`src/sv/ufhu_pkg.sv`:
```
// Shared types, character codes and UTF-8 class functions for the header unescaper.
// No dependencies.
package ufhu_pkg;

    localparam int unsigned QDEPTH = 4;
    localparam int unsigned QPTR_W = $clog2(QDEPTH);
    localparam int unsigned QLVL_W = $clog2(QDEPTH + 1);

    localparam logic [7:0] CH_TAB    = 8'h09;
    localparam logic [7:0] CH_LF     = 8'h0A;
    localparam logic [7:0] CH_CR     = 8'h0D;
    localparam logic [7:0] CH_COLON  = 8'h3A;
    localparam logic [7:0] CH_BSLASH = 8'h5C;
    localparam logic [7:0] CH_LOW_C  = 8'h63;
    localparam logic [7:0] CH_LOW_N  = 8'h6E;
    localparam logic [7:0] CH_LOW_R  = 8'h72;

    typedef struct packed {
        logic [7:0] in_byte;
        logic       in_last;
    } ufhu_in_t;

    typedef struct packed {
        logic [7:0] out_byte;
        logic       out_valid;
        logic       out_last;
    } ufhu_out_t;

    // An accepted input word that yields output expands to 1..4 result words.
    typedef struct packed {
        logic [3:0][7:0] bytes;
        logic [2:0]      cnt;
        logic            data;   // 0: bare end marker
        logic            last;
    } ufhu_entry_t;

    function automatic logic is_cont(input logic [7:0] b);
        return b inside {[8'h80:8'hBF]};
    endfunction

    function automatic logic [2:0] seq_len(input logic [7:0] b);
        if (b inside {[8'hC2:8'hDF]}) return 3'd2;
        if (b inside {[8'hE0:8'hEF]}) return 3'd3;
        if (b inside {[8'hF0:8'hF4]}) return 3'd4;
        return 3'd0;
    endfunction

    function automatic logic second_fits(input logic [7:0] lead, input logic [7:0] b);
        case (lead)
            8'hE0:   return b inside {[8'hA0:8'hBF]};
            8'hED:   return b inside {[8'h80:8'h9F]};
            8'hF0:   return b inside {[8'h90:8'hBF]};
            8'hF4:   return b inside {[8'h80:8'h8F]};
            default: return is_cont(b);
        endcase
    endfunction

    function automatic logic passes_alone(input logic [7:0] b);
        return (b inside {CH_TAB, CH_LF, CH_CR}) || (b inside {[8'h20:8'h7E]});
    endfunction

endpackage

```
`src/sv/ufhu_front.sv`:
```
// Front end: escape and UTF-8 state, turns one input word into at most one queue entry.
// Depends on ufhu_pkg.
module ufhu_front
    import ufhu_pkg::*;
(
    input  logic        aclk,
    input  logic        aresetn,
    input  logic        take,
    input  ufhu_in_t    in_data,
    output logic        push,
    output ufhu_entry_t entry
);

    logic [2:0][7:0] pb_reg, pb_next;
    logic [1:0]      pc_reg, pc_next;
    logic            esc_reg, esc_next;

    always_comb begin
        logic [7:0] b;
        logic [7:0] lead;
        logic [2:0] n;
        logic       done;
        b        = in_data.in_byte;
        lead     = pb_reg[0];
        n        = 3'd0;
        done     = 1'b0;
        pb_next  = pb_reg;
        pc_next  = pc_reg;
        esc_next = esc_reg;
        entry    = '0;
        entry.data = 1'b1;

        // held multi-byte sequence; escape is never held at the same time
        if (pc_reg != 2'd0) begin
            if ((pc_reg == 2'd1) ? second_fits(lead, b) : is_cont(b)) begin
                done = 1'b1;
                if ({1'b0, pc_reg} + 3'd1 >= seq_len(lead)) begin
                    for (int k = 0; k < 3; k++) begin
                        if (k < int'(pc_reg)) entry.bytes[2'(k)] = pb_reg[2'(k)];
                    end
                    entry.bytes[pc_reg] = b;
                    n       = {1'b0, pc_reg} + 3'd1;
                    pc_next = 2'd0;
                end else if (pc_reg != 2'd3) begin
                    pb_next[pc_reg] = b;
                    pc_next = pc_reg + 2'd1;
                end else begin
                    pc_next = 2'd0;
                end
            end else begin
                pc_next = 2'd0;
            end
        end

        if (!done && esc_reg) begin
            esc_next = 1'b0;
            done     = 1'b1;
            case (b)
                CH_LOW_R:  entry.bytes[0] = CH_CR;
                CH_LOW_N:  entry.bytes[0] = CH_LF;
                CH_LOW_C:  entry.bytes[0] = CH_COLON;
                CH_BSLASH: entry.bytes[0] = CH_BSLASH;
                default: begin
                    entry.bytes[0] = CH_BSLASH;
                    done = 1'b0;
                end
            endcase
            n = 3'd1;
        end

        if (!done) begin
            if (b == CH_BSLASH) begin
                esc_next = 1'b1;
            end else if (passes_alone(b)) begin
                entry.bytes[n[1:0]] = b;
                n = n + 3'd1;
            end else if (seq_len(b) != 3'd0) begin
                pb_next[0] = b;
                pc_next    = 2'd1;
            end
        end

        if (in_data.in_last) begin
            if (esc_next) begin
                entry.bytes[n[1:0]] = CH_BSLASH;
                n = n + 3'd1;
            end
            esc_next = 1'b0;
            pc_next  = 2'd0;
            if (n == 3'd0) begin
                entry.data = 1'b0;
                n = 3'd1;
            end
        end

        entry.cnt  = n;
        entry.last = in_data.in_last;
        push       = take && (n != 3'd0);
    end

    always_ff @(posedge aclk) begin
        if (!aresetn) begin
            pc_reg  <= 2'd0;
            esc_reg <= 1'b0;
        end else if (take) begin
            pc_reg  <= pc_next;
            esc_reg <= esc_next;
        end
    end

    always_ff @(posedge aclk) begin
        if (take) begin
            pb_reg <= pb_next;
        end
    end

endmodule

```
`src/sv/ufhu_queue.sv`:
```
// Short entry queue between front and back end.
// Depends on ufhu_pkg.
module ufhu_queue
    import ufhu_pkg::*;
(
    input  logic              aclk,
    input  logic              aresetn,
    input  logic              push,
    input  ufhu_entry_t       wr_entry,
    input  logic              pop,
    output ufhu_entry_t       head,
    output logic              head_valid,
    output logic              full,
    output logic [QLVL_W-1:0] level
);

    ufhu_entry_t       mem_reg [QDEPTH];
    logic [QPTR_W-1:0] wr_ptr_reg, rd_ptr_reg;
    logic [QLVL_W-1:0] lvl_reg, lvl_next;

    assign head       = mem_reg[rd_ptr_reg];
    assign head_valid = (lvl_reg != '0);
    assign full       = (lvl_reg == QLVL_W'(QDEPTH));
    assign level      = lvl_reg;

    always_comb begin
        lvl_next = lvl_reg;
        if (push && !pop) lvl_next = lvl_reg + QLVL_W'(1);
        if (pop && !push) lvl_next = lvl_reg - QLVL_W'(1);
    end

    always_ff @(posedge aclk) begin
        if (!aresetn) begin
            wr_ptr_reg <= '0;
            rd_ptr_reg <= '0;
            lvl_reg    <= '0;
        end else begin
            if (push) wr_ptr_reg <= wr_ptr_reg + QPTR_W'(1);
            if (pop)  rd_ptr_reg <= rd_ptr_reg + QPTR_W'(1);
            lvl_reg <= lvl_next;
        end
    end

    always_ff @(posedge aclk) begin
        if (push) begin
            mem_reg[wr_ptr_reg] <= wr_entry;
        end
    end

endmodule

```
`src/sv/ufhu_back.sv`:
```
// Back end: walks the head entry one byte per word into the output register.
// Depends on ufhu_pkg.
module ufhu_back
    import ufhu_pkg::*;
(
    input  logic        aclk,
    input  logic        aresetn,
    input  ufhu_entry_t head,
    input  logic        head_valid,
    output logic        pop,
    output logic        m_valid,
    input  logic        m_ready,
    output ufhu_out_t   m_data
);

    logic [1:0] idx_reg, idx_next;
    logic       vld_reg, vld_next;
    ufhu_out_t  dat_reg, dat_next;
    logic       load, at_end;

    assign load   = !vld_reg || m_ready;
    assign at_end = ({1'b0, idx_reg} + 3'd1 == head.cnt);

    always_comb begin
        idx_next = idx_reg;
        vld_next = vld_reg;
        dat_next = dat_reg;
        pop      = 1'b0;
        if (load) begin
            vld_next = head_valid;
            if (head_valid) begin
                dat_next.out_byte  = head.data ? head.bytes[idx_reg] : 8'h00;
                dat_next.out_valid = head.data;
                dat_next.out_last  = head.last && at_end;
                pop      = at_end;
                idx_next = at_end ? 2'd0 : idx_reg + 2'd1;
            end
        end
    end

    always_ff @(posedge aclk) begin
        if (!aresetn) begin
            idx_reg <= 2'd0;
            vld_reg <= 1'b0;
        end else begin
            idx_reg <= idx_next;
            vld_reg <= vld_next;
        end
    end

    always_ff @(posedge aclk) begin
        dat_reg <= dat_next;
    end

    assign m_valid = vld_reg;
    assign m_data  = dat_reg;

endmodule

```
`src/sv/utf8_filtering_header_unescaper.sv`:
```
// Header string unescaper with UTF-8 filtering: one escaped byte per input word.
// Path: an accepted word's results are written to the queue, then loaded into the output register.
// Throughput: one input word per cycle while the 4-entry queue has room; the output
// side sends one word per cycle while m_ready is high, k transfers for a word yielding k.
// Reset: aresetn synchronous, active low; clears escape/sequence state, queue and output.
// Depends on ufhu_pkg, ufhu_front, ufhu_queue, ufhu_back.
module utf8_filtering_header_unescaper
    import ufhu_pkg::*;
(
    input  logic      aclk,
    input  logic      aresetn,
    input  logic      s_valid,
    output logic      s_ready,
    input  ufhu_in_t  s_data,
    output logic      m_valid,
    input  logic      m_ready,
    output ufhu_out_t m_data
);

    // front -> queue
    logic        take;
    logic        q_push;
    ufhu_entry_t q_wr;

    // queue -> back
    ufhu_entry_t       q_head;
    logic              q_head_valid;
    logic              q_pop;
    logic              q_full;
    logic [QLVL_W-1:0] q_level;

    // The front end never waits on the output: only a full queue stalls it.
    assign s_ready = !q_full;
    assign take    = s_valid && s_ready;

    ufhu_front u_front (
        .aclk    (aclk),
        .aresetn (aresetn),
        .take    (take),
        .in_data (s_data),
        .push    (q_push),
        .entry   (q_wr)
    );

    ufhu_queue u_queue (
        .aclk       (aclk),
        .aresetn    (aresetn),
        .push       (q_push),
        .wr_entry   (q_wr),
        .pop        (q_pop),
        .head       (q_head),
        .head_valid (q_head_valid),
        .full       (q_full),
        .level      (q_level)
    );

    // Output register doubles as the skid stage toward the result side.
    ufhu_back u_back (
        .aclk       (aclk),
        .aresetn    (aresetn),
        .head       (q_head),
        .head_valid (q_head_valid),
        .pop        (q_pop),
        .m_valid    (m_valid),
        .m_ready    (m_ready),
        .m_data     (m_data)
    );

    // Queue never pops empty.
    a_pop_nonempty: assert property (@(posedge aclk) disable iff (!aresetn)
        q_pop |-> (q_level != '0))
        else $error("queue popped while empty");

    // Queue occupancy stays within depth.
    a_level_bound: assert property (@(posedge aclk) disable iff (!aresetn)
        q_level <= QLVL_W'(QDEPTH))
        else $error("queue level overflow");

    // A bare word is only ever an end marker with a zero byte.
    a_bare_is_end: assert property (@(posedge aclk) disable iff (!aresetn)
        (m_valid && !m_data.out_valid) |-> (m_data.out_last && m_data.out_byte == 8'h00))
        else $error("bare word without end flag");

    // Queued entries always carry at least one word.
    a_entry_cnt: assert property (@(posedge aclk) disable iff (!aresetn)
        q_push |-> (q_wr.cnt != 3'd0 && q_wr.cnt <= 3'd4))
        else $error("bad entry word count");

endmodule

```
`config.mk`:
```
export PLATFORM = sky130hd
export DESIGN_NAME = utf8_filtering_header_unescaper
export DESIGN_NICKNAME = d
export VERILOG_FILES = /design/src/sv/ufhu_pkg.sv /design/src/sv/ufhu_front.sv /design/src/sv/ufhu_queue.sv /design/src/sv/ufhu_back.sv /design/src/sv/utf8_filtering_header_unescaper.sv
export SDC_FILE = /design/constraint.sdc
export NUM_CORES = 1
export LEC_CHECK = 0
export BUFFER_PORTS_ARGS = -buffer_cell sky130_fd_sc_hd__clkbuf_2
export CELL_PAD_IN_SITES_DETAIL_PLACEMENT = 0
export CELL_PAD_IN_SITES_GLOBAL_PLACEMENT = 1
export CORE_MARGIN = 8
export CORE_UTILIZATION = 40
export CTS_CLUSTER_DIAMETER = 150
export DETAILED_ROUTE_END_ITERATION = 16
export PLACE_DENSITY_LB_ADDON = 0.1
export SKIP_LAST_GASP = 1
export SYNTH_ARGS = -nofsm -noshare
export SYNTH_HDL_FRONTEND = slang
export SYNTH_SLANG_ARGS = --single-unit
export TNS_END_PERCENT = 50
```
`constraint.sdc`:
```
create_clock -name aclk -period 15.76 [get_ports aclk]
set_input_delay 0.788 -clock aclk [delete_from_list [all_inputs] [get_ports aclk]]
set_output_delay 0.788 -clock aclk [all_outputs]
set_load 0.02 [all_outputs]
```
==> impl_metrics.py <==
metrics = {
    "floorplanning": {
        "start_util_pct": 40.3,
        "core_area_sq_mm": 0.0216,
        "ioPinCount": 25,
        "die-area_sq_mm": 0.0267,
        "fp-row-count": 54,
        "die_w_microns": 163,
        "die_h_microns": 163,
    },
    "cells_and_area": {
        "antenna_cells": 0,
        "fin_cells": 886,
        "fill_cells": 1918,
        "synthToLayoutAreaGrowth_pct": 10.5,
        "mostFrequentLayoutCell": "edfxtp_1",
        "drive_gt1_share_pct": 19.8,
        "largest_register_ffs": 148,
        "most-common-layout-cells": "edfxtp_1 (174), nand2_1 (55), mux4_2 (44), clkbuf_2 (24), inv_1 (23)",
        "nets": 629,
    },
    "synth": {
        "syn_avg_cell_area_sq_um": 15.1,
        "synth_nets": 611,
        "ys_warn_count": 0,
        "synth-edff-count": 174,
        "ys_types": 64,
        "synth_flop_cell": "edfxtp_1",
        "synth_async_sr_flop_share_pct": 0,
        "synth_seq_area_share_pct": 63.6,
        "synthesis.instances": 575,
        "synth_area_sq_mm": 0.00869,
        "ys_ff_latch": 189,
    },
    "routing": {
        "drc": 0,
        "drt_wl_total_mm": 19.0,
        "dr_total_vias": 4878,
        "drt-initial-drc-count": 309,
        "final_antenna_net_count": 0,
        "first_pass_iters": 5,
        "viasPerCell": 5.51,
        "wire_per_inst_microns": 21.4,
    },
    "pwr": {
        "p_int_uw": 929,
        "p_comb_share_pct": 19.8,
        "powerDensity_mw_per_mm2": 134,
        "power_frac_seq_pct": 50.0,
        "power_leakage_nw": 3.12,
        "switching_power_uw": 353,
        "ir_worst_vdd_mv": 0.0655,
        "power_frac_clock_pct": 30.2,
        "swShare_pct": 27.5,
    },
    "critical_path": {
        "r2r-start": "u_front.pb_reg[3]",
        "cp-end-kind": "flip-flop",
        "cp_max_fo": 37,
        "reg2reg_slack_ns": 9.50,
        "path_class": "reg -> reg",
        "r2r_cells": 14,
        "worstPathRequired_ns": 15.80,
        "crit_arrival_ns": 6.29,
        "worstReg2RegEnd": "u_queue.mem_reg[0][10]",
        "startpoint_type": "flip-flop",
    },
    "sta": {
        "hold_viol": 0,
        "tns_ns": 0,
        "clock.fmax_ghz": 0.160,
        "fin_worst_skew_ns": 0.0120,
        "slew_violations": 0,
        "whs_ns": 0.489,
        "setup-violations-final": 0,
        "slew_headroom_pct": 26.8,
        "tightest_slew_ns": 1.09,
        "rsz0062_at_grt": "no",
        "period_share_pct": 39.7,
        "period_minus_slack_ns": 6.26,
    },
    "placement": {
        "globalplace.congestion": 0.820,
        "dp_hpwl_mm": 12.6,
        "dp.cells": 854,
        "port_buffers": 24,
    },
    "clock_network": {
        "cts-resized-gates": 0,
        "cts_tree": "done",
        "cts_max_path_buffers": 2,
        "insertion_delay_ns": 0.42,
        "path_clk_slew_ns": 0.07,
        "postCtsHoldBufs": 0,
        "htreeDepth": 4,
        "cts_inserted_buffers": 17,
        "post_cts_buffers": 0,
        "root_buffer": "clkbuf_16",
        "clkSinkCount": 189,
    },
    "global_routing": {
        "use_met1_pct": 19.7,
        "antenna_found_initial": 0,
        "grt_pass1_wl_mm": 30.1,
        "overflow": 0,
        "track_usage_pct": 15.0,
        "top_usage_layer": "met2",
        "grt_use_met2_pct": 25.2,
        "met3_usage_pct": 2.44,
        "grt_pass1_vias": 5111,
        "grt_max_degree": 39,
    },
    "min_path": {
        "hold_end": "u_back.m_valid",
        "hold_start": "u_back.m_valid",
        "hold_path_class": "reg -> reg",
        "min_path_cells": 2,
    },
    "flow_run": {
        "maxCapViolCount": 0,
    },
    "run_status": {
        "status": "complete, no violations",
    },
}
-- worst max path at each step --
stage	startpoint	end	cells past startpoint
after floorplan	s_data[7]	u_queue.mem_reg[0][0]	15
after global routing	u_front.pb_reg[3]	u_queue.mem_reg[2][20]	14
final	u_front.pb_reg[3]	u_queue.mem_reg[0][10]	14
after global placement	s_data[8]	u_queue.mem_reg[0][9]	15
after CTS	u_front.pb_reg[3]	u_queue.mem_reg[2][20]	14
after detailed placement	s_data[8]	u_queue.mem_reg[2][9]	15
-- Yosys cell counts (all sizes together), types with 3 or more instances --
| cell type | n | share of area [%] |
|---|---|---|
| mux2i | 6 | 0.69 |
| buf | 7 | 0.40 |
| nand3 | 7 | 0.40 |
| nor2 | 22 | 0.95 |
| nor3 | 12 | 0.69 |
| or2 | 3 | 0.22 |
| a211oi | 5 | 0.43 |
| clkbuf | 21 | 0.91 |
| inv | 23 | 0.99 |
| a21oi | 15 | 0.86 |
| xnor2 | 5 | 0.50 |
| ha | 22 | 3.2 |
| nand4 | 3 | 0.22 |
| a22oi | 6 | 0.52 |
| nand2b | 4 | 0.29 |
| nand2 | 55 | 2.4 |
| a21boi | 4 | 0.35 |
| a221o | 6 | 0.69 |
| nor2b | 15 | 1.1 |
| edfxtp | 174 | 60 |
| a31oi | 4 | 0.46 |
| or3 | 3 | 0.22 |
| nand4b | 3 | 0.30 |
| a32o | 3 | 0.35 |
| and2 | 17 | 1.3 |
| dfxtp | 15 | 3.5 |
| o21ai | 16 | 0.92 |
| xor2 | 3 | 0.30 |
| and3 | 9 | 0.65 |
| mux4 | 44 | 11 |
| nor4b | 3 | 0.30 |
| mux2 | 7 | 0.91 |
| or4b | 3 | 0.39 |
-- per-stage QoR --
| step | setup WS [ns] | total power [mW] | util [%] | area, sq um |
|---|---|---|---|---|
| after global placement | 9.32 | 0.912 | 42.1 | 9070 |
| after floorplan | 9.81 | 0.836 | - | 8690 |
| after detailed placement | 9.20 | 0.916 | 42.1 | 9070 |
| after global routing | 9.18 | 1.35 | 44.6 | 9600 |
| after CTS | 9.49 | 1.30 | 44.6 | 9600 |
| final | 9.50 | 1.28 | 44.6 | 9600 |
-- cell families after synthesis --
family	count (synthesis)	share of synthesized area, %
XOR/XNOR	8	0.806
adder cells (fa/ha/maj)	23	3.40
buffers and inverters	51	2.30
multiplexers	57	13.0
AND/OR/NAND/NOR	169	10.4
AO/OA/AOI/OAI	78	6.55
flip-flops	189	63.6
-- layout make-up --
type                            count  area (sq um)  share of cell area [%]
Sequential cell                   189          5530                    57.6
Multi-Input combinational cell    335          2970                    30.9
Clock buffer                       21           440                    4.59
Tap cell                          280           350                    3.65
Timing Repair Buffer               27           143                    1.49
Clock inverter                     11          87.6                   0.912
Inverter                           23          86.3                   0.899
-- power groups by stage --
stage	Clock [mW]	Sequential, mW	Combinational [mW]
2_1_floorplan	0	0.655	0.181
3_3_place_gp	0	0.652	0.260
3_5_place_dp	0	0.654	0.261
4_1_cts	0.397	0.643	0.262
5_1_grt	0.416	0.648	0.284
6_report	0.388	0.641	0.253
-- metal layers --
| layer | vias up | part of all wire [%] |
|---|---|---|
| met1 | 2510 | 46 |
| met3 | 16 | 2.9 |
| met5 | - | 0 |
| met2 | 77 | 50 |
| li1 | 2275 | - |
| met4 | 0 | 1.2 |
-- critical path, cell delays in order (launching register included) --
cell and delay [ns]:
edfxtp_1 0.50, or3_1 0.44, or4b_4 0.54, and2_4 0.19, a211oi_1 0.53, nand2_1 0.22, o21ai_0 0.38, ha_1 0.30
nand4b_1 0.19, o21ai_0 0.26, ha_1 0.35, or4_1 0.52, a31o_1 0.27, a31oi_4 0.26, and2_2 0.88
Note: power is estimated with default switching activity, not from simulation.
